`src/rtl/iida_pkg.sv`:
```
// ----------------------------------------------------------------------------
// iida_pkg: shared types and codes for the indexed insert/delete array
// Item layouts, operation and status codes, and the per-cell command.
// ----------------------------------------------------------------------------
package iida_pkg;

  localparam int IDX_W   = 6;
  localparam int WORD_W  = 32;
  localparam int OP_W    = 2;
  localparam int STAT_W  = 2;
  localparam int COUNT_W = 7;

  // Operation codes
  localparam logic [OP_W-1:0] OP_READ   = 2'd0;
  localparam logic [OP_W-1:0] OP_INSERT = 2'd1;
  localparam logic [OP_W-1:0] OP_DELETE = 2'd2;

  // Status codes
  localparam logic [STAT_W-1:0] ST_OK    = 2'd0;
  localparam logic [STAT_W-1:0] ST_RANGE = 2'd1;
  localparam logic [STAT_W-1:0] ST_FULL  = 2'd2;

  typedef struct packed {
    logic [OP_W-1:0]          op;
    logic [IDX_W-1:0]         index;
    logic signed [WORD_W-1:0] new_value;
  } in_item_t;

  typedef struct packed {
    logic signed [WORD_W-1:0] read_value;
    logic [STAT_W-1:0]        status;
    logic [COUNT_W-1:0]       count;
  } out_item_t;

  // Command broadcast to every cell of the row
  typedef struct packed {
    logic                     ins;   // insert that succeeds this cycle
    logic                     del;   // delete that succeeds this cycle
    logic [IDX_W-1:0]         idx;
    logic signed [WORD_W-1:0] word;
  } cell_cmd_t;

endpackage

```
`src/rtl/iida_cell.sv`:
```
// ----------------------------------------------------------------------------
// iida_cell: one storage cell of the shifting row
// Holds one word; each cycle holds, takes a neighbor or takes the new word.
// ----------------------------------------------------------------------------
module iida_cell #(
  parameter int POS = 0
) (
  input  logic                                clk,
  input  logic                                rst_n,
  input  iida_pkg::cell_cmd_t                 cmd,
  input  logic signed [iida_pkg::WORD_W-1:0]  left_word,
  input  logic signed [iida_pkg::WORD_W-1:0]  right_word,
  output logic signed [iida_pkg::WORD_W-1:0]  word,
  output logic                                sel
);
  import iida_pkg::*;

  localparam logic [31:0] POS_U = 32'(POS);

  logic signed [WORD_W-1:0] word_r;
  logic signed [WORD_W-1:0] word_nxt;
  logic [31:0]              idx_u;

  assign idx_u = 32'(cmd.idx);
  assign sel   = (idx_u == POS_U);

  always_comb begin
    word_nxt = word_r;
    if (cmd.ins) begin
      if (idx_u == POS_U) begin
        word_nxt = cmd.word;
      end else if (POS_U > idx_u) begin
        word_nxt = left_word;
      end
    end else if (cmd.del && (POS_U >= idx_u)) begin
      word_nxt = right_word;
    end
  end

  always_ff @(posedge clk) begin
    if (!rst_n) begin
      word_r <= '0;
    end else begin
      word_r <= word_nxt;
    end
  end

  assign word = word_r;

endmodule

```
`config.mk`:
```
export PLATFORM = sky130hd
export DESIGN_NAME = iida_cell
export DESIGN_NICKNAME = d
export VERILOG_FILES = /design/src/rtl/iida_pkg.sv /design/src/rtl/iida_cell.sv
export SDC_FILE = /design/constraint.sdc
export NUM_CORES = 1
export LEC_CHECK = 0
export ABC_AREA = 1
export BUFFER_PORTS_ARGS = -buffer_cell sky130_fd_sc_hd__buf_2
export CELL_PAD_IN_SITES_DETAIL_PLACEMENT = 1
export CELL_PAD_IN_SITES_GLOBAL_PLACEMENT = 2
export CORE_ASPECT_RATIO = 0.7
export CORE_MARGIN = 2
export CORE_UTILIZATION = 20
export CTS_BUF_LIST = sky130_fd_sc_hd__clkbuf_4
export DETAILED_ROUTE_END_ITERATION = 6
export GPL_ROUTABILITY_DRIVEN = 0
export MAX_ROUTING_LAYER = met4
export PLACE_DENSITY_LB_ADDON = 0.08
export SLEW_MARGIN = 20
export SYNTH_ARGS = -nofsm -noshare
export SYNTH_HDL_FRONTEND = slang
export SYNTH_SLANG_ARGS = --single-unit
```
`constraint.sdc`:
```
create_clock -name clk -period 1.1 [get_ports clk]
set_input_delay 0.22 -clock clk [delete_from_list [all_inputs] [get_ports clk]]
set_output_delay 0.22 -clock clk [all_outputs]
set_load 0.02 [all_outputs]
```
==> results.md, run 1 <==
Status:
- The run finished with clean final reports.

Timing:
- The number of hold-slack violations in the final timing report was 0.
- The max-slew violation count is 0.
- The share of the cycle needed by the critical path after routing is 99.4%.
- The smallest hold slack is 0.199 ns.
- For the final routed database, the setup TNS stands at 0 ns.
- For the final database, setup skew stands at 0 ns.
- The worst pin sits at a relative slew slack of 82.9%.
- Setup repair after global routing could not meet its margin everywhere.
- The number of setup violations in the final report is 0.
- The post-layout minimum cycle time is 1.09 ns.
- For this run, the top clock speed supported by timing is 915 MHz.
- At the pin with the least slew margin, the transition time is 0.256 ns.

Critical path:
- Data arrives at the worst endpoint at 0.87 ns.
- STA puts the critical path data required time at 0.88 ns.
- The origin of the critical flop-to-flop path is word[25].
- Tracing the worst setup path back leads to its startpoint at cmd[34].
- The endpoint of the worst register-to-register path is word[25].
- The start-to-end type of the worst setup path is input port to output port.
- In this run the worst path has a maximum fanout of 2.
- The number of cells on the worst reg-to-reg path is 5.
- The reg2reg setup slack is 0.35 ns.
- The worst setup path is captured at an output port.
- STA classifies the critical path startpoint as an input port.

Clocking:
- The clock-pin slew of the registers on the worst-case setup and hold paths is 0.11 ns.
- The tree is rooted in a clkbuf_4.
- The number of clock sinks is 32.
- Clock tree synthesis inserted a total of 5 buffers.
- The maximum buffer depth of the clock tree is 2.
- The clock latency on the worst-skew pair is 0.34 ns.
- The clock tree from TritonCTS is yes.
- In this run the number of H-tree levels came out at 2.

Detailed routing:
- After detailed routing, the number of remaining DRC violations is 0.
- For this block, the routed nets add up to 9.72 mm of wire.
- The detailed-routing iteration count for the pre-antenna-repair pass is 4.
- After detailed routing, the average wire length per cell comes to 12.8 µm.
- The detail route stage leaves a number of antenna-violating nets equal to 0.
- Detailed routing placed a total of 4.43 mm of wire on met2.
- For this block, the via count after detailed routing is 3075.
- Dividing the detail-routed via count by the number of cells gives 4.06.
- The sum of routed wire segments on met1 is 4.75 mm.
- The top routing layer in use is met4.
- The detailed router finished its first iteration with 77 violations.
- The met3 wire length is 461 µm.

Cells and area:
- The antenna diode instance count is 0.
- The register with the most flip-flops in the layout has 32 of them.
- After the last flow step, the layout net total stands at 705.
- The synthesis-to-layout area growth is 53.2%.
- The fraction of layout cells with a size suffix above 1 is 34.8%.

Die:
- The width of the die is 136 µm.
- The number of rows created at floorplan is 33.
- The die is 96.3 µm tall.
- The floorplan step defined a die boundary enclosing 13100 µm².
- The core region is 11800 µm².
- The initial utilization of the core area, before any placement, comes to 20.6%.
- The number of ports placed on the die boundary is 139.

Worst hold path:
- For hold timing, the worst endpoint is word[15].
- The worst hold-check path type is input port to flip-flop.
- The beginning of the worst hold path is left_word[15].
- Counting instances, the worst hold path has a depth of 5.

Yosys:
- The portion of the post-synthesis area used by sequential elements is 26.3%.
- The post-synth net total is 559.
- The count of cell types in the netlist is 14.
- The cell count after synthesis came out at 453.
- Yosys printed 0 warnings.
- Synthesis inferred 32 register bits.
- The top cell type by area accounts for 26.3% of the synthesized area.
- The biggest area contributor in the post-synthesis netlist is dfxtp_1.
- The mean instance size in the synthesized netlist is 5.38 µm².
- The synthesized area is 2440 µm².
- By area the synthesized netlist is led by dfxtp_1 26%, inv_1 20%, nand2_1 15%.

Global routing:
- The first global-routing pass estimated 15.0 mm of wire.
- The residual overflow from global routing is 0.
- The number of antenna violations at the first check in global routing is 0.
- For this run, the total global-route usage over all layers was measured as 15.3%.
- The via count of the first global-routing pass is 3043.
- Entering global routing, the biggest net connects 33 pins.

Flow run:
- The number of max-cap violations is 0.

Placement:
- The number of I/O port buffers is 138.
- The HPWL reported at the end of detailed placement is 7.21 mm.

Power and ir drop:
- The peak supply drop is 0.000300 V.
- The leakage power summed over all cells is 2.34 nW.
- The areal power density over the cells is 693 nW/µm².
## kinds of logic (layout without fill, tap and decap cells)
kind of cell,Yosys count,in the layout,synth area share [%]
buf+inv,159,306,24.9
simple gates,230,230,42.3
flops,32,32,26.3
compound gates,32,32,6.57
## cell usage after synthesis
library cell    n
nor2_4          3
buf_1           5
a21oi_1        32
inv_2           1
buf_2           7
dfxtp_1        32
nor2_1         64
inv_1         130
nand3_1        32
clkbuf_1       16
nand4_1        32
nand3_2         1
nand4_4         1
nand2_1        97
## layout make-up
cell class / instances / area [µm²]
clock buffer: 7 / 52.6
clock inverter: 1 / 3.75
fill: 1615 / 8080
inverter: 131 / 494
multi-input combinational: 262 / 1190
sequential: 32 / 677
tap: 157 / 196
timing repair buffer: 167 / 1120
## where the power goes
part           internal, W  switching, W  leakage (nW)  total (W)
sequential         0.00117    0.00000842         0.273    0.00118
clock             0.000295      0.000440        0.0338   0.000735
combinational     0.000314      0.000358          2.03   0.000672
total              0.00178      0.000806          2.34    0.00259
## layer usage
metal	GRT usage [%]	vias up
li1	-	1625
met1	19.7	1367
met2	25.2	74
met3	3.00	9
met4	2.86	0
met5	-	-
## worst max-delay path, cell delays in order
cell and delay [ns]:
buf_2 0.11, nor2_4 0.13, nand3_2 0.12, buf_12 0.15, inv_4 0.04, buf_6 0.10
## worst max path at each step
stage               cells after the start  slack [ns]       end
floorplan                               5        0.06   word[0]
global placement                        6       -0.18       sel
detailed placement                      6       -0.22       sel
CTS                                     1    0.000003  word[28]
global route                            9       -0.04   word[9]
finish                                  6       0.007       sel
## stage by stage
step                setup WS [ns]  cells  cell area, µm²  utilization (%)  total power [W]
detailed placement         -0.217    740            3410             28.9          0.00186
CTS                    0.00000294    754            3620             30.7          0.00266
floorplan                  0.0570    453            2440                -          0.00151
global route              -0.0357    757            3730             31.6          0.00279
finish                    0.00661    757            3730             31.6          0.00259
global placement           -0.182    740            3410             28.9          0.00186
## timing repair
action	4_1_cts	5_1_grt
buffers inserted	6	3
endpoints found under the setup margin	26	41
pin swaps	3	0
gates resized for setup	49	34
hold buffers	0	0
## placed cells by master (no fill, tap or decap), drive strengths merged
cell,n
inv,131
nand3,33
dfxtp,32
a21oi,32
clkbuf,7
nor2,67
buf,167
nand2,97
clkinv,1
nand4,33
Note: power is estimated with default switching activity, not from simulation.
==> inputs of run 2 (changes only) <==
CTS_BUF_LIST = sky130_fd_sc_hd__clkbuf_8   (was sky130_fd_sc_hd__clkbuf_4)
TNS_END_PERCENT = 100   (was unset)
==> run 2 against run 1 <==
Hold slack improved by 0.068 ns. Die area unchanged. Non-clock buffer count did not move. Routed wire length increased by 2.2%. First-iteration DRC count is 2.6% lower. Critical path depth stayed put. Maximum frequency grew 2.7%. Clock-buffer cell count fell by 1. Via count is 0.13% lower. Critical path type unchanged. Largest power group unchanged.
==> results.md, run 2 (synthesized netlist as in run 1, its figures left out) <==
Power and ir drop:
- The share of power burned in the clock network is 34.4% (was 28.4%).
- The fraction of power spent switching nets is 30.1% (was 31.2%).
- The internal power contribution was 0.00198 W (was 0.00178 W).
- The sequential power share is 41.7% (was 45.6%).
- The final total power was 0.00283 W (was 0.00259 W).
- The areal power density over the cells is 757 nW/µm² (was 693 nW/µm²).
- The portion of total power attributed to combinational logic is 23.9% (was 26.0%).
- The peak supply drop is 0.000360 V (was 0.000300 V).
- The net switching component of the power is 0.000849 W (was 0.000806 W).
- The leakage power summed over all cells is 2.39 nW (was 2.34 nW).

Critical path:
- The most numerous cell type found on the critical path is buf_6.
- The launching element type of the critical path is an input port (unchanged).
- The stage delay of the slowest cell on the critical path was 0.15 ns (about the same).
- The slowest cell on the critical path is nor2_4 (was buf_12).
- The element type at the critical path end is an output port (unchanged).
- Critical Path, Cell by Cell: buf_6, nor2_4, nand3_4, buf_12, inv_4, buf_6 (was buf_2, nor2_4, nand3_2, buf_12, inv_4, buf_6).
- The critical path data arrival time was 0.84 ns (was 0.87 ns).
- The reg2reg setup slack came to 0.40 ns (was 0.35 ns).
- The critical path's top delay family was buffers and inverters (unchanged).
- The start-to-end type of the worst setup path is input port to output port (unchanged).
- The peak fanout along the critical path came to 2 (unchanged).
- The origin of the critical flop-to-flop path is word[8] (was word[25]).
- The number of buffers and inverters on the critical path came to 4 (unchanged).
- The cell depth of the worst flop-to-flop path is 4 (was 5).
- The endpoint of the worst register-to-register path is word[8] (was word[25]).
- The data required time at the worst endpoint is 0.88 ns (about the same).

Timing:
- The relative slew slack is 86.0% (was 82.9%).
- The post-layout minimum cycle time is 1.06 ns (was 1.09 ns).
- The transition time at the pin with the least slew margin was 0.210 ns (was 0.256 ns).
- The fmax is 939 MHz (was 915 MHz).
- The number of hold-slack violations in the final timing report came to 0 (unchanged).
- The share of the cycle needed by the critical path after routing is 96.8% (was 99.4%).
- The max-slew violation count came to 0 (unchanged).
- The worst clock skew on the final layout is 0 ns (unchanged).
- The number of setup violations in the final report came to 0 (unchanged).
- Setup repair after global routing missed its margin: no (was yes).
- The smallest hold slack is 0.268 ns (was 0.199 ns).

Die:
- The die outline area was 13100 µm² (unchanged).
- The effective utilization at floorplan was 20.6% (unchanged).
- The width of the die is 136 µm (unchanged).
- The number of ports placed on the die boundary is 139 (unchanged).
- The die height came to 96.3 µm (unchanged).
- The area of the placeable core was 11800 µm² (unchanged).
- The number of rows created at floorplan is 33 (unchanged).

Cells and area:
- The final cell utilization of the core is 31.6% (about the same).
- The final instance area is 3730 µm² (about the same).
- The synthesis-to-layout area growth is 53.3% (was 53.2%).
- The fraction of layout cells with a size suffix above 1 was 30.5% (was 34.8%).
- The antenna diode instance count is 0 (unchanged).
- The net total in the final layout is 705 (unchanged).
- The final instance count without filler cells is 757 (unchanged).
- The most common library cell in the layout ignoring fill and taps is buf_2 (was inv_1).
- The number of flip-flops under the largest register name came to 32 (unchanged).
- The filler cell count is 1616 (was 1615).
- Most frequent cells in the layout: 133 x buf_2, 132 x inv_1, 97 x nand2_1 (was 130 x inv_1, 105 x buf_2, 97 x nand2_1).

Global routing:
- The via count of the first global-routing pass is 3021 (was 3043).
- The number of antenna violations at the first check in global routing is 0 (unchanged).
- The global-route wire length before repair is 15.0 mm (about the same).
- The largest net degree at the start of global routing is 33 (unchanged).
- The overall global routing resource usage was 15.3% (about the same).
- The residual overflow from global routing is 0 (unchanged).

Detailed routing:
- The vias after detailed routing is 3071 (was 3075).
- The number of nets with antenna violations after detailed routing is 0 (unchanged).
- The total wire length after detailed routing is 9.93 mm (was 9.72 mm).
- The number of design-rule violations left by the first detailed-router iteration was 75 (was 77).
- The detailed-routing iteration count for the pre-antenna-repair pass was 4 (unchanged).
- The routed wirelength normalized by instance count is 13.1 µm (was 12.8 µm).
- The final routed DRC violation total is 0 (unchanged).
- The number of vias per cell after detailed routing came to 4.06 (about the same).

Worst hold path:
- The worst hold-check path type is input port to flip-flop (unchanged).
- The capture endpoint of the worst hold path is word[15] (unchanged).
- The number of stages on the worst hold path is 5 (unchanged).
- The beginning of the worst hold path is left_word[15] (unchanged).

Placement:
- The number of placed instances with taps included is 740 (unchanged).
- The number of I/O port buffers came to 138 (unchanged).
- The HPWL reported at the end of detailed placement came to 7.21 mm (unchanged).
- The area after detailed placement is 3410 µm² (unchanged).

Flow run:
- The number of max-cap violations is 0 (unchanged).

Clocking:
- The maximum buffer depth of the clock tree is 2 (unchanged).
- The clock latency on the worst-skew pair was 0.29 ns (was 0.34 ns).
- The clock-pin slew of the registers on the worst-case setup and hold paths is 0.08 ns (was 0.11 ns).
- The number of H-tree branching levels is 2 (unchanged).
- The number of clock sinks is 32 (unchanged).
- The clock tree from TritonCTS is yes (unchanged).
- The cell at the root of the clock tree is clkbuf_8 (was clkbuf_4).
- The number of clock buffers inserted by TritonCTS was 5 (unchanged).
- The count of hold buffers inserted by post-cts repair came to 0 (unchanged).

Status:
- Run status: complete, no violations (unchanged).
[run 2: cell types whose count changed in the layout (fill, tap and decap cells not counted), sizes merged]
cell / change
buf: -3
clkbuf: +2
inv: +2
clkinv: -1
[run 2: worst max path at each step]
stage | cells past startpoint | to | from
detailed placement | 6 | sel | cmd[35]
CTS | 9 | word[1] | cmd[34]
global route | 1 | word[24] | word[24]
finish | 6 | sel | cmd[35]
floorplan | 5 | word[0] | cmd[37]
global placement | 6 | sel | cmd[35]
[run 2: through the flow]
stage          setup WS (ns)  setup TNS (ns)
4_1_cts              -0.0263          -0.110
6_report              0.0355               0
3_5_place_dp          -0.217           -5.65
3_3_place_gp          -0.182           -3.87
2_1_floorplan         0.0570               0
5_1_grt             0.000262               0
[run 2: worst register-to-register path: cells and delay by family (launching register included)]
| family | cells | cell delay, ns |
|---|---|---|
| simple gates | 2 | 0.10 |
| compound gates | 1 | 0.12 |
| flops | 1 | 0.36 |
| buf+inv | 1 | 0.05 |
[run 2: what timing repair did]
item	4_1_cts	5_1_grt
setup endpoints to repair	1	31
setup buffers	6	1
gates cloned	0	3
resized for setup	6	19
pin swaps	3	4
[run 2: area by class of cell]
type                       instances  area (µm²)  area share, %
multi-input combinational        262        1210           32.4
sequential                        32         641           17.2
tap                              157         196           5.26
timing repair buffer             167        1100           29.5
inverter                         131         494           13.2
clock inverter                     2        7.51          0.201
clock buffer                       6        82.6           2.21
[run 2: power by group through the flow]
stage | clock [W] | combinational [W] | sequential (W)
after floorplan | 0 | 0.000290 | 0.00122
after global placement | 0 | 0.000656 | 0.00120
after detailed placement | 0 | 0.000659 | 0.00120
after CTS | 0.00104 | 0.000677 | 0.00118
after global routing | 0.00109 | 0.000763 | 0.00118
final | 0.000972 | 0.000676 | 0.00118
[run 2: per-layer routing]
metal | vias to the layer above | wire length, µm | track usage, %
li1 | 1625 | - | -
met1 | 1363 | 4840 | 19.8
met2 | 74 | 4490 | 25.0
met3 | 9 | 525 | 3.00
met4 | 0 | 75 | 3.13
met5 | - | 0 | -
==> inputs of run 3 (changes only) <==
PLACE_DENSITY = 0.89   (was unset)
PLACE_DENSITY_LB_ADDON = unset   (was 0.08)
==> run 3 against run 2 <==
The flow now finishes with violations (negative setup slack). Non-clock buffer count shrank 5. Largest power group unchanged. Critical path type is now input port to flip-flop. Sequential power hardly changed. Maximum frequency decreased by 3.5%. First-iteration DRC count grew 100%. Power shrank 0.63%. Routed wire length up 8.6%.
==> results.md, run 3 (synthesized netlist as in run 1, its figures left out) <==
Timing:
- The post-layout minimum cycle time is 1.10 ns (was 1.06 ns).
- The relative slew slack is 83.4% (was 86.0%).
- The transition time at the pin with the least slew margin was 0.249 ns (was 0.210 ns).
- The number of hold-slack violations in the final timing report was 0 (unchanged).
- The number of setup violations in the final report was 2 (was 0).
- The worst setup slack after layout is -0.00318 ns (was 0.0355 ns).
- The worst clock skew on the final layout came to 0 ns (unchanged).
- Setup repair after global routing missed its margin: yes (was no).
- The max-slew violation count is 0 (unchanged).
- The share of the cycle needed by the critical path after routing is 100% (was 96.8%).
- The fmax is 906 MHz (was 939 MHz).

Die:
- The die height came to 96.3 µm (unchanged).
- The die outline area is 13100 µm² (unchanged).
- The width of the die was 136 µm (unchanged).
- The effective utilization at floorplan was 20.6% (unchanged).
- The number of rows created at floorplan is 33 (unchanged).
- The area of the placeable core was 11800 µm² (unchanged).
- The number of ports placed on the die boundary came to 139 (unchanged).

Clocking:
- The clock tree from TritonCTS is yes (unchanged).
- The maximum buffer depth of the clock tree is 2 (unchanged).
- The number of clock sinks was 32 (unchanged).
- The clock latency on the worst-skew pair is 0.27 ns (was 0.29 ns).
- The number of H-tree branching levels is 2 (unchanged).
- The count of hold buffers inserted by post-cts repair came to 0 (unchanged).
- The clock-pin slew of the registers on the worst-case setup and hold paths is 0.07 ns (was 0.08 ns).
- The cell at the root of the clock tree is clkbuf_8 (unchanged).
- The number of clock buffers inserted by TritonCTS is 5 (unchanged).

Critical path:
- The start-to-end type of the worst setup path was input port to flip-flop (was input port to output port).
- The data required time at the worst endpoint was 1.27 ns (was 0.88 ns).
- The launching element type of the critical path is an input port (unchanged).
- The number of buffers and inverters on the critical path is 4 (unchanged).
- The critical path's top delay family is buffers and inverters (unchanged).
- The slowest cell on the critical path is clkbuf_16 (was nor2_4).
- The stage delay of the slowest cell on the critical path is 0.18 ns (was 0.15 ns).
- The peak fanout along the critical path was 20 (was 2).
- The critical path data arrival time came to 1.27 ns (was 0.84 ns).
- Critical Path, Cell by Cell: buf_2, nor2_4, buf_6, nand4_4, buf_12, clkbuf_16, nor2_1, a21oi_1 (was buf_6, nor2_4, nand3_4, buf_12, inv_4, buf_6).
- The element type at the critical path end was a flip-flop (was output port).

Cells and area:
- The most common library cell in the layout ignoring fill and taps is buf_2 (unchanged).
- The combined area of the multi-input logic cells came to 1220 µm² (was 1210 µm²).
- The fraction of layout cells with a size suffix above 1 is 30.6% (was 30.5%).
- The final instance area is 3680 µm² (was 3730 µm²).
- The number of flip-flops under the largest register name came to 32 (unchanged).
- The filler cell count is 1619 (was 1616).
- The sequential standard cell area is 641 µm² (unchanged).
- The synthesis-to-layout area growth is 51.0% (was 53.3%).
- The net total in the final layout is 700 (was 705).
- Most frequent cells in the layout: 137 x buf_2, 132 x inv_1, 96 x nand2_1 (was 133 x buf_2, 132 x inv_1, 97 x nand2_1).

Status:
- The final reports fail on negative setup slack.
- Run status: finished with violations (was complete, no violations).

Power and ir drop:
- The leakage power summed over all cells came to 2.35 nW (was 2.39 nW).
- The peak supply drop is 0.000380 V (was 0.000360 V).
- The areal power density over the cells is 763 nW/µm² (was 757 nW/µm²).

Placement:
- The area after detailed placement was 3390 µm² (was 3410 µm²).
- The worst setup slack after placement is -0.193 ns (was -0.217 ns).
- The HPWL reported at the end of detailed placement is 7.70 mm (was 7.21 mm).
- The number of I/O port buffers is 138 (unchanged).

Worst hold path:
- The worst hold-check path type is input port to flip-flop (unchanged).

Detailed routing:
- The detailed-routing iteration count for the pre-antenna-repair pass is 4 (unchanged).
- The vias after detailed routing came to 3198 (was 3071).
- The total wire length after detailed routing is 10.8 mm (was 9.93 mm).
- The number of nets with antenna violations after detailed routing was 0 (unchanged).
- The final routed DRC violation total is 0 (unchanged).
- The number of design-rule violations left by the first detailed-router iteration is 151 (was 75).
- The routed wirelength normalized by instance count is 14.3 µm (was 13.1 µm).
- The number of vias per cell after detailed routing came to 4.25 (was 4.06).

Global routing:
- The overall global routing resource usage came to 16.5% (was 15.3%).
- The residual overflow from global routing was 0 (unchanged).
- The number of antenna violations at the first check in global routing is 1 (was 0).
- The global-route wire length before repair was 16.7 mm (was 15.0 mm).
- The via count of the first global-routing pass is 3346 (was 3021).
- The largest net degree at the start of global routing came to 41 (was 33).

Flow run:
- The number of max-cap violations is 0 (unchanged).
[run 3: area by class of cell]
type	count	area share (%)
Timing Repair Buffer	162	28.1
Clock inverter	2	0.204
Clock buffer	6	2.24
Tap cell	157	5.34
Multi-Input combinational cell	262	33.3
Sequential cell	32	17.4
Inverter	131	13.4
Antenna cell	1	0.0680
[run 3: routing by layer]
metal	track usage [%]	routed length, µm	part of all wire, %
met2	28.2	5150	48
met1	20.7	5080	47
met5	-	0	0
met4	2.52	51	0.47
met3	3.32	509	4.7
[run 3: power by group]
group	total, W	switching, W	internal [W]
sequential	0.00118	0.00000723	0.00117
clock	0.000958	0.000465	0.000493
combinational	0.000672	0.000376	0.000297
[run 3: final timing paths]
| path | startpoint | end | cells past startpoint | slack [ns] |
|---|---|---|---|---|
| setup / recovery | cmd[36] | word[28] | 8 | -0.003 |
| hold / removal | left_word[31] | word[31] | 5 | 0.29 |
| setup reg to reg | word[9] | word[9] | 4 | 0.40 |
| hold reg to reg | word[18] | word[18] | 4 | 0.52 |
[run 3: per-stage QoR]
| step | hold slack, ns | util [%] | TNS, ns | std cells | total power [W] |
|---|---|---|---|---|---|
| 2_1_floorplan | 0.343 | - | 0 | 453 | 0.00151 |
| 6_report | 0.289 | 31.2 | -0.00385 | 753 | 0.00281 |
| 4_1_cts | 0.276 | 29.8 | 0 | 748 | 0.00285 |
| 3_5_place_dp | 0.509 | 28.7 | -4.53 | 736 | 0.00185 |
| 5_1_grt | 0.307 | 31.2 | -0.173 | 753 | 0.00300 |
| 3_3_place_gp | 0.503 | 28.7 | -2.05 | 736 | 0.00183 |
[run 3: repair_timing]
item | in CTS | in global routing
pin swaps | 4 | 4
buffers inserted | 4 | 1
gates cloned | 0 | 4
resized for setup | 2 | 12
endpoints found under the setup margin | 1 | 8
[run 3: worst reg2reg max path, stage by stage (launching register included)]
cell	delay, ns
dfxtp_1	0.35
inv_1	0.06
nand2_2	0.06
nand2_1	0.06
a21oi_2	0.12
